<file path="src/hdl/pip_pkg.sv">
`timescale 1ns / 1ps
`default_nettype none

package pip_pkg;

   // Outcome of one edge test against the downward ray.
   typedef struct packed {
      logic crossing;   // edge crosses the ray: toggle parity
      logic vertical;   // vertical edge through the point
   } edge_result_type;

endpackage

`default_nettype wire

</file>
<file path="src/hdl/pip_edge_test.sv">
`timescale 1ns / 1ps
`default_nettype none

module pip_edge_test #(
   parameter int COORD_WIDTH = 16
) (
   input  wire logic signed [COORD_WIDTH-1:0] ax,
   input  wire logic signed [COORD_WIDTH-1:0] ay,
   input  wire logic signed [COORD_WIDTH-1:0] bx,
   input  wire logic signed [COORD_WIDTH-1:0] by,
   input  wire logic signed [COORD_WIDTH-1:0] px,
   input  wire logic signed [COORD_WIDTH-1:0] py,
   output pip_pkg::edge_result_type           result
);
   import pip_pkg::*;

   localparam int DW = COORD_WIDTH + 1;
   localparam int PW = 2 * COORD_WIDTH;

   logic signed [DW-1:0] d_ay, d_bx, d_by, d_ax;
   logic [COORD_WIDTH-1:0] m_ay, m_bx, m_by, m_ax;
   logic [PW-1:0] prod_a, prod_b;
   logic ay_le, by_le, ax_lt, ax_gt, bx_lt, bx_gt, ax_eq, bx_eq;

   // differences carry one extra bit; magnitudes never exceed 2^W - 1
   assign d_ay = DW'(py) - DW'(ay);
   assign d_bx = DW'(bx) - DW'(px);
   assign d_by = DW'(by) - DW'(py);
   assign d_ax = DW'(px) - DW'(ax);

   assign m_ay = d_ay[DW-1] ? COORD_WIDTH'(-d_ay) : COORD_WIDTH'(d_ay);
   assign m_bx = d_bx[DW-1] ? COORD_WIDTH'(-d_bx) : COORD_WIDTH'(d_bx);
   assign m_by = d_by[DW-1] ? COORD_WIDTH'(-d_by) : COORD_WIDTH'(d_by);
   assign m_ax = d_ax[DW-1] ? COORD_WIDTH'(-d_ax) : COORD_WIDTH'(d_ax);

   assign prod_a = PW'(m_ay) * PW'(m_bx);
   assign prod_b = PW'(m_by) * PW'(m_ax);

   assign ay_le = (ay <= py);
   assign by_le = (by <= py);
   assign ax_lt = (ax < px);
   assign ax_gt = (ax > px);
   assign ax_eq = (ax == px);
   assign bx_lt = (bx < px);
   assign bx_gt = (bx > px);
   assign bx_eq = (bx == px);

   always_comb begin
      result = '0;
      if ((ay_le || by_le) && !((ax_lt && bx_lt) || (ax_gt && bx_gt))) begin
         if (!ax_eq && !bx_eq) begin
            if (!ay_le || !by_le) begin
               result.crossing = ay_le ? (prod_a > prod_b) : (prod_b > prod_a);
            end else begin
               result.crossing = 1'b1;
            end
         end else if (ax_gt) begin
            // half-open rule: endpoint on the ray counts from one side only
            result.crossing = by_le;
         end else if (bx_gt) begin
            result.crossing = ay_le;
         end else if (ax_eq && bx_eq) begin
            result.vertical = !ay_le || !by_le;
         end
      end
   end

endmodule

`default_nettype wire

</file>
<file path="src/hdl/point_in_polygon_parity.sv">
`timescale 1ns / 1ps
`default_nettype none

// Crossing-number point-in-polygon test over a stream of vertices.
// Request channel (req_*): one beat per vertex. A beat with req_first_vertex
// samples the query point, clears the parity and the vertical-edge flag and
// tests no edge; every other beat tests the edge from the previous vertex.
// The closing vertex (repeated first vertex) carries req_last_vertex.
// Response channel (rsp_*): one beat per closing vertex, giving
// rsp_inside_res (odd crossings or on a vertical edge) and
// rsp_on_vertical_edge.
// The closing beat passes through the input register, then the edge test
// into the response register; a held response can stall it in between.
// Throughput: one vertex per cycle while req_stall is low; the edge test is two
// 16x16 multiplies and a compare between input register and parity state.
// Stall: only a closing vertex waits on a full response register, so
// req_stall rises only while rsp_stall holds a pending response and a closing
// vertex sits in the input register. Other vertices keep flowing.
// Reset (synchronous, active high): empties both registers and clears the
// previous vertex, the query point, the parity and the flag to zero.
module point_in_polygon_parity #(
   parameter int COORD_WIDTH = 16
) (
   input  wire logic                          clock,
   input  wire logic                          reset,
   input  wire logic                          req_valid,
   output logic                               req_stall,
   input  wire logic signed [COORD_WIDTH-1:0] req_vertex_x,
   input  wire logic signed [COORD_WIDTH-1:0] req_vertex_y,
   input  wire logic signed [COORD_WIDTH-1:0] req_query_x,
   input  wire logic signed [COORD_WIDTH-1:0] req_query_y,
   input  wire logic                          req_first_vertex,
   input  wire logic                          req_last_vertex,
   output logic                               rsp_valid,
   input  wire logic                          rsp_stall,
   output logic                               rsp_inside_res,
   output logic                               rsp_on_vertical_edge
);
   import pip_pkg::*;

   // stream state: previous vertex and sampled query point
   logic signed [COORD_WIDTH-1:0] prev_x_ff, prev_y_ff, qry_x_ff, qry_y_ff;
   logic signed [COORD_WIDTH-1:0] qry_x_in, qry_y_in;

   // input register: one complete edge A->B with its query point P
   logic                          s1_valid_ff;
   logic                          s1_first_ff, s1_last_ff;
   logic signed [COORD_WIDTH-1:0] s1_ax_ff, s1_ay_ff, s1_bx_ff, s1_by_ff;
   logic signed [COORD_WIDTH-1:0] s1_px_ff, s1_py_ff;

   // accumulated result
   logic parity_ff, parity_in;
   logic vert_ff, vert_in;

   // response register
   logic rsp_valid_ff, rsp_inside_ff, rsp_vert_ff;

   logic            req_take;
   logic            rsp_free;
   logic            s1_done;
   edge_result_type edge_res;

   assign rsp_free  = !rsp_valid_ff || !rsp_stall;
   // a non-closing vertex never needs the response register
   assign s1_done   = s1_valid_ff && (rsp_free || !s1_last_ff);
   assign req_stall = s1_valid_ff && !s1_done;
   assign req_take  = req_valid && !req_stall;

   // the first vertex brings its own query point along
   assign qry_x_in = req_first_vertex ? req_query_x : qry_x_ff;
   assign qry_y_in = req_first_vertex ? req_query_y : qry_y_ff;

   always_ff @(posedge clock) begin
      if (reset) begin
         prev_x_ff <= '0;
         prev_y_ff <= '0;
         qry_x_ff  <= '0;
         qry_y_ff  <= '0;
      end else if (req_take) begin
         prev_x_ff <= req_vertex_x;
         prev_y_ff <= req_vertex_y;
         qry_x_ff  <= qry_x_in;
         qry_y_ff  <= qry_y_in;
      end
   end

   always_ff @(posedge clock) begin
      if (reset) begin
         s1_valid_ff <= 1'b0;
      end else if (req_take) begin
         s1_valid_ff <= 1'b1;
      end else if (s1_done) begin
         s1_valid_ff <= 1'b0;
      end
   end

   always_ff @(posedge clock) begin
      if (req_take) begin
         s1_first_ff <= req_first_vertex;
         s1_last_ff  <= req_last_vertex;
         s1_ax_ff    <= prev_x_ff;
         s1_ay_ff    <= prev_y_ff;
         s1_bx_ff    <= req_vertex_x;
         s1_by_ff    <= req_vertex_y;
         s1_px_ff    <= qry_x_in;
         s1_py_ff    <= qry_y_in;
      end
   end

   pip_edge_test #(
      .COORD_WIDTH (COORD_WIDTH)
   ) u_edge_test (
      .ax     (s1_ax_ff),
      .ay     (s1_ay_ff),
      .bx     (s1_bx_ff),
      .by     (s1_by_ff),
      .px     (s1_px_ff),
      .py     (s1_py_ff),
      .result (edge_res)
   );

   // first vertex restarts the count and tests no edge
   always_comb begin
      if (s1_first_ff) begin
         parity_in = 1'b0;
         vert_in   = 1'b0;
      end else begin
         parity_in = parity_ff ^ edge_res.crossing;
         vert_in   = vert_ff | edge_res.vertical;
      end
   end

   always_ff @(posedge clock) begin
      if (reset) begin
         parity_ff <= 1'b0;
         vert_ff   <= 1'b0;
      end else if (s1_done) begin
         parity_ff <= parity_in;
         vert_ff   <= vert_in;
      end
   end

   always_ff @(posedge clock) begin
      if (reset) begin
         rsp_valid_ff <= 1'b0;
      end else if (s1_done && s1_last_ff) begin
         rsp_valid_ff <= 1'b1;
      end else if (!rsp_stall) begin
         rsp_valid_ff <= 1'b0;
      end
   end

   always_ff @(posedge clock) begin
      if (s1_done && s1_last_ff) begin
         rsp_inside_ff <= parity_in | vert_in;
         rsp_vert_ff   <= vert_in;
      end
   end

   assign rsp_valid            = rsp_valid_ff;
   assign rsp_inside_res       = rsp_inside_ff;
   assign rsp_on_vertical_edge = rsp_vert_ff;

   // a vertex that closes no polygon is never held back
   a_mid_no_stall: assert property (@(posedge clock) disable iff (reset)
      s1_valid_ff && !s1_last_ff |-> !req_stall)
      else $error("non-closing vertex stalled the request channel");

   // back-pressure only comes from a held response
   a_stall_cause: assert property (@(posedge clock) disable iff (reset)
      req_stall |-> rsp_valid_ff && rsp_stall && s1_last_ff)
      else $error("request stalled without a held response");

   // a vertical-edge hit always reports inside
   a_vert_inside: assert property (@(posedge clock) disable iff (reset)
      rsp_valid_ff && rsp_vert_ff |-> rsp_inside_ff)
      else $error("vertical-edge hit reported outside");

   // the accumulator is cleared by a first vertex
   a_first_clears: assert property (@(posedge clock) disable iff (reset)
      s1_done && s1_first_ff |=> !parity_ff && !vert_ff)
      else $error("first vertex did not clear the accumulator");

endmodule

`default_nettype wire
</file>
<file path="config.mk">
export PLATFORM = sky130hd
export DESIGN_NAME = point_in_polygon_parity
export DESIGN_NICKNAME = d
export VERILOG_FILES = /design/src/hdl/pip_pkg.sv /design/src/hdl/pip_edge_test.sv /design/src/hdl/point_in_polygon_parity.sv
export SDC_FILE = /design/constraint.sdc
export NUM_CORES = 2
export LEC_CHECK = 0
export ABC_AREA = 1
export ABC_CLOCK_PERIOD_IN_PS = 9600
export BUFFER_PORTS_ARGS = -buffer_cell sky130_fd_sc_hd__buf_2
export CORE_MARGIN = 2
export CORE_UTILIZATION = 60
export DETAILED_ROUTE_END_ITERATION = 10
export PLACE_DENSITY = 0.77
export SYNTH_ARGS = -nofsm -noshare
export SYNTH_HDL_FRONTEND = slang
export SYNTH_HIERARCHICAL = 1
export SYNTH_SLANG_ARGS = --single-unit
</file>
<file path="constraint.sdc">
create_clock -name clock -period 9.6 [get_ports clock]
set_input_delay 1.92 -clock clock [delete_from_list [all_inputs] [get_ports clock]]
set_output_delay 1.92 -clock clock [all_outputs]
set_load 0.01 [all_outputs]
</file>
* Word level (Yosys, flattened, before mapping)
Cells that the tools add are included.
Storage, ports and cells: output and inout bits 4, bits in registers 168, input bits 70, word-level logic and storage cells 89
Operators by class: multipliers 2, reduce and logical (&&, ||, !) cells 25, bitwise operators 3, eq/ne operators 3, magnitude comparators 8, mux-type cells 22, add/sub/neg operators 8
Operators with widths (count):
- 2-to-1 mux 16 bit | 6
- subtractor 16 x 16 -> 17 bit | 4
- greater-than comparator 32 bit | 2
- multiplier 16 x 16 -> 32 bit | 2
- negator 16 bit | 4
- == test 16 bit | 2
- greater-than comparator 16 bit | 2
- less-or-equal comparator 16 bit | 2
- < comparator 16 bit | 2
- 2-to-1 mux 1 bit | 15
- logical NOT 1 bit | 10
- logical AND 1 bit | 9
- logical OR 1 bit | 5
- 2-to-1 mux 2 bit | 1
- != test 2 x 1 -> 1 bit, second input constant | 1
- bitwise OR 1 bit | 2
- nonzero test 2 bit | 1
- XOR 1 bit | 1

* Depth between registers and ports, before layout
depth after elaboration 12, depth in mapped cells 59, depth with buffers taken out 58

* Hierarchy
Netlist, hierarchy kept.
By module, submodules not included:
- pip_edge_test | times used 1, area an instance 23884.2 um^2, seq. area each 0.0 um^2, cells an instance 3469
- point_in_polygon_parity | times used 1, area an instance 6665.1 um^2, seq. area each 4364.2 um^2, cells an instance 721

* Worst setup path before layout
OpenSTA, ideal clock, no wires.
kind flip-flop to flip-flop, from register s1_by_ff[0], to register rsp_inside_ff (netlist: rsp_inside_res), data pin, data arrival time 8290 ps, required time 9339 ps, setup slack 1048 ps, cell stages (with the launch flop) 49, library setup time 261 ps, period minus slack after synthesis 8552 ps, cell sequence edfxtp_1 > inv_1 > ha_1 > inv_1 > fa_1 > xor2_1 > nor3_1 > nand3_1 > nor2_2 > nand2_1 > nor2_2 > nor2_1 > nand2_1 > nand2_1 > inv_2 > nand2_1 > fa_1 > inv_1 > [... 13 more ...] > inv_1 > a21oi_1 > o21ai_0 > nand2_1 > nand2_1 > xor2_1 > ha_1 > nand4_1 > nor4_1 > nand2_1 > nand3_1 > nand3_1 > nand2_1 > nor2_1 > nor2_1 > nand2_1 > nand3_1 > o21ai_0
RTL lines:
- start: declaration | RTL line point_in_polygon_parity.sv:48 | logic signed [COORD_WIDTH-1:0] s1_ax_ff, s1_ay_ff, s1_bx_ff, s1_by_ff;
- start signal: assignment | RTL line point_in_polygon_parity.sv:104 | s1_by_ff <= req_vertex_y;
- end signal: assignment | RTL line point_in_polygon_parity.sv:155 | rsp_inside_ff <= parity_in | vert_in;
- end: declaration | RTL line point_in_polygon_parity.sv:56 | logic rsp_valid_ff, rsp_inside_ff, rsp_vert_ff;

==> results.md <==
* Area grow syn2layout at 9.83%
* Arr. time, crit path at 9.34 ns
* Initial DRC count at 2044
* Aggregate global routing overflow at 0
* Hold path endpoint: s1_ay_ff[1]$_DFFE_PP_
* Clk slew on worst S/H paths at 0.07 ns
* Post-synthesis sequential element count at between 150 and 200
* Global-route wire length before repair at 134000 um
* Critical Path RT at 9.77 ns
* Number of routed nets with antenna violations at 0
* Reg2reg path depth at 48
* Status: complete, no violations
* Final Hold Viols at 0
* Peak Freq at 109 MHz
* Register area share after synthesis at 14.3%
* FF-to-FF Start: s1_by_ff[0]$_DFFE_PP_
* Number of global-route vias before repair at 26033
* Root buffer cell: clkbuf_16
* Synth cell types at 59
* Wire length per cell at 16.7 um
* Sequential Area at 0.00436 sq mm
* Port Buffers at 73
* CP max stage delay at 0.54 ns
* Worst Skew at 0.0103 ns
* Nets@finish at 5099
* Chip height at 230 um
* Via count at 26868
* WL final at 83800 um
* Finish-stage setup viols at 0
* Worst skew pair latency at 0.43 ns
* Cell at the slowest stage of the critical path: fa_1
* CP endpoint kind: register
* Largest net degree at the start of global routing at 71
* Worst slew pin tran at 1.05 ns
* Cell repeated most along the worst path: inv_1
* Max Cap Viol at 0
* Non-filler cells, final at 5014
* Die width at 230 um
* Hold Startpoint: prev_y_ff[1]$_SDFFE_PP0P_
* Min cycle time layout at a little over 9 ns
* Crit path kind: register to register
* Share of cells above drive strength 1 at between 10% and 20%
* Dpl hpwl at 69500 um
* Antenna violations before repair at 0
* Worst path bufs/invs at 9
* CTS Buf Count at 17
* Number of fill cells at 4328
* Die footprint at 0.0527 sq mm
* YS warnings at 6
* Area of the multi-input gates at roughly 0.023 sq mm
* RSZ-0062 raised after global routing: yes
* Final Max Slew Viols at 0
* Bufs on Longest Clock Path at 2
* Hold path depth at 0
* GR Util All Layers at 31.8%
* Clk sink count at about 170
* Row count at 82
* Core ar. at 0.0502 sq mm
* Setup_tns at 0 ns
* Residual DRC at 0
* Worst rel slew slack at 29.8%
* Worst reg-to-reg setup slack at 0.44 ns
* Starting density of the core at roughly three fifths
* Mapped Cells at 4190
* Hold Path Class: register to register
* Htree depth at 4
* CTS tree: yes
* Synthesized cell area at 0.0305 sq mm
* CP Launch Type: register
* Mean Syn Cell Area at 7.29 sq um
* First-pass detailed-route iteration total at 6
* Via density at 5.36
* Syn nets at roughly 5000
* Final Cycle Share at 95.4%
* Ports at 74
* CP max FO at 7
* N_diodes at 0
* GP Congestion at 1.01
* FF-to-FF End: rsp_inside_res$_DFFE_PP_
* Crit path max-delay family: adder cells
* DP Cell Count at 4954
[per-layer routing]
metal | GRT usage, % | vias up | part of all wire (%)
met5 | 0 | - | 0
met4 | 11.0 | 0 | 3.8
met3 | 5.90 | 192 | 9.3
met2 | 51.7 | 1240 | 46
met1 | 42.8 | 12514 | 41
li1 | - | 12922 | -
[cell usage after synthesis, drive strengths merged]
library cell,instances,area (sq um)
o21a,6,45.0
o221ai,1,8.76
ha,308,3850
buf,51,328
a21o,6,45.0
xnor2,35,355
inv,1021,3830
clkinv,1,3.75
o2111ai,1,8.76
a21oi,188,945
edfxtp,100,3000
nand4,43,275
a22o,1,8.76
a21boi,2,18.8
o211ai,3,27.5
a31oi,6,37.5
nand3,210,1080
dfxtp,68,1360
clkbuf,22,83.8
nor4,5,31.3
a211oi,5,37.5
o21bai,10,75.1
nor3,21,110
nand3b,24,184
o221a,2,22.5
xor2,53,577
nor2,449,1720
and2,4,26.3
nand2,1080,4180
or2,3,18.8
a32oi,1,8.76
o21ai,68,389
fa,392,7850
[flip-flops by register name (all words and copies together), names as in the netlist]
signal	count
s1_px_ff	16
qry_x_ff	16
s1_ax_ff	16
s1_by_ff	16
s1_bx_ff	16
qry_y_ff	16
prev_x_ff	16
s1_valid_ff	1
rsp_on_vertical_edge	1
s1_py_ff	16
s1_last_ff	1
parity_ff	1
vert_ff	1
s1_first_ff	1
rsp_valid	1
s1_ay_ff	16
prev_y_ff	16
rsp_inside_res	1
[layout by cell type (no fill, tap or decap), types with 42 or more instances in the layout]
master	synthesis	final
ha_1	308	292
inv_1	981	967
buf_2	25	72
nand4_1	42	42
dfxtp_1	68	68
edfxtp_1	100	100
fa_1	392	388
nand2_1	1049	1027
a21oi_1	187	169
nor2_1	441	424
buf_4	8	107
nand3_1	204	202
[cell type report]
cell class                 instances  share of cell area (%)
multi-input combinational       2929                    67.2
inverter                        1022                    11.6
clock inverter                    14                   0.395
sequential                       168                    13.0
timing repair buffer             191                    4.00
clock buffer                      18                    1.28
tap                              672                    2.51
[logic make-up (layout without fill, tap and decap cells)]
| logic type | after synthesis | in the layout | synth area share [%] |
|---|---|---|---|
| DFF | 168 | 168 | 14.3 |
| buffers and inverters | 1095 | 1245 | 13.9 |
| adders and majority gates | 700 | 700 | 38.3 |
| xor gates and xnor gates | 88 | 88 | 3.05 |
| AOI/OAI and AO/OA | 300 | 300 | 5.49 |
| and+or+nand+nor | 1839 | 1841 | 25.0 |
[metrics by stage]
step                      hold slack (ns)  instance area [sq um]  setup WS, ns  utilization [%]
after global routing                0.435                  33600       -0.0667             66.9
after detailed placement            0.415                  32100       -0.0774             63.9
final                               0.427                  33600         0.438             66.9
after CTS                           0.427                  32700       0.00836             65.1
after global placement              0.411                  32100        0.0723             63.9
after floorplan                     0.409                  30500          1.05                -
[how the worst max path moves through the flow]
stage / startpoint / to / slack [ns] / cells past startpoint
finish: s1_by_ff[0]$_DFFE_PP_ / rsp_inside_res$_DFFE_PP_ / 0.44 / 48
global route: s1_py_ff[0]$_DFFE_PP_ / parity_ff$_SDFFE_PP0P_ / -0.07 / 49
CTS: s1_py_ff[0]$_DFFE_PP_ / rsp_inside_res$_DFFE_PP_ / 0.008 / 51
detailed placement: s1_py_ff[0]$_DFFE_PP_ / rsp_inside_res$_DFFE_PP_ / -0.08 / 48
global placement: s1_py_ff[0]$_DFFE_PP_ / rsp_inside_res$_DFFE_PP_ / 0.07 / 48
floorplan: s1_by_ff[0]$_DFFE_PP_ / rsp_inside_res$_DFFE_PP_ / 1.05 / 48
[timing repair]
| action | in CTS | in global routing |
|---|---|---|
| hold buffers | 0 | 0 |
| buffers inserted | 1 | 25 |
| pin swaps | 1 | 21 |
| endpoints found under the setup margin | 2 | 2 |
| cloned | 0 | 2 |
| gates resized for setup | 1 | 179 |
Power is not shown: default switching activity piles up to over one toggle a cycle in this logic, so the estimate is an artifact.
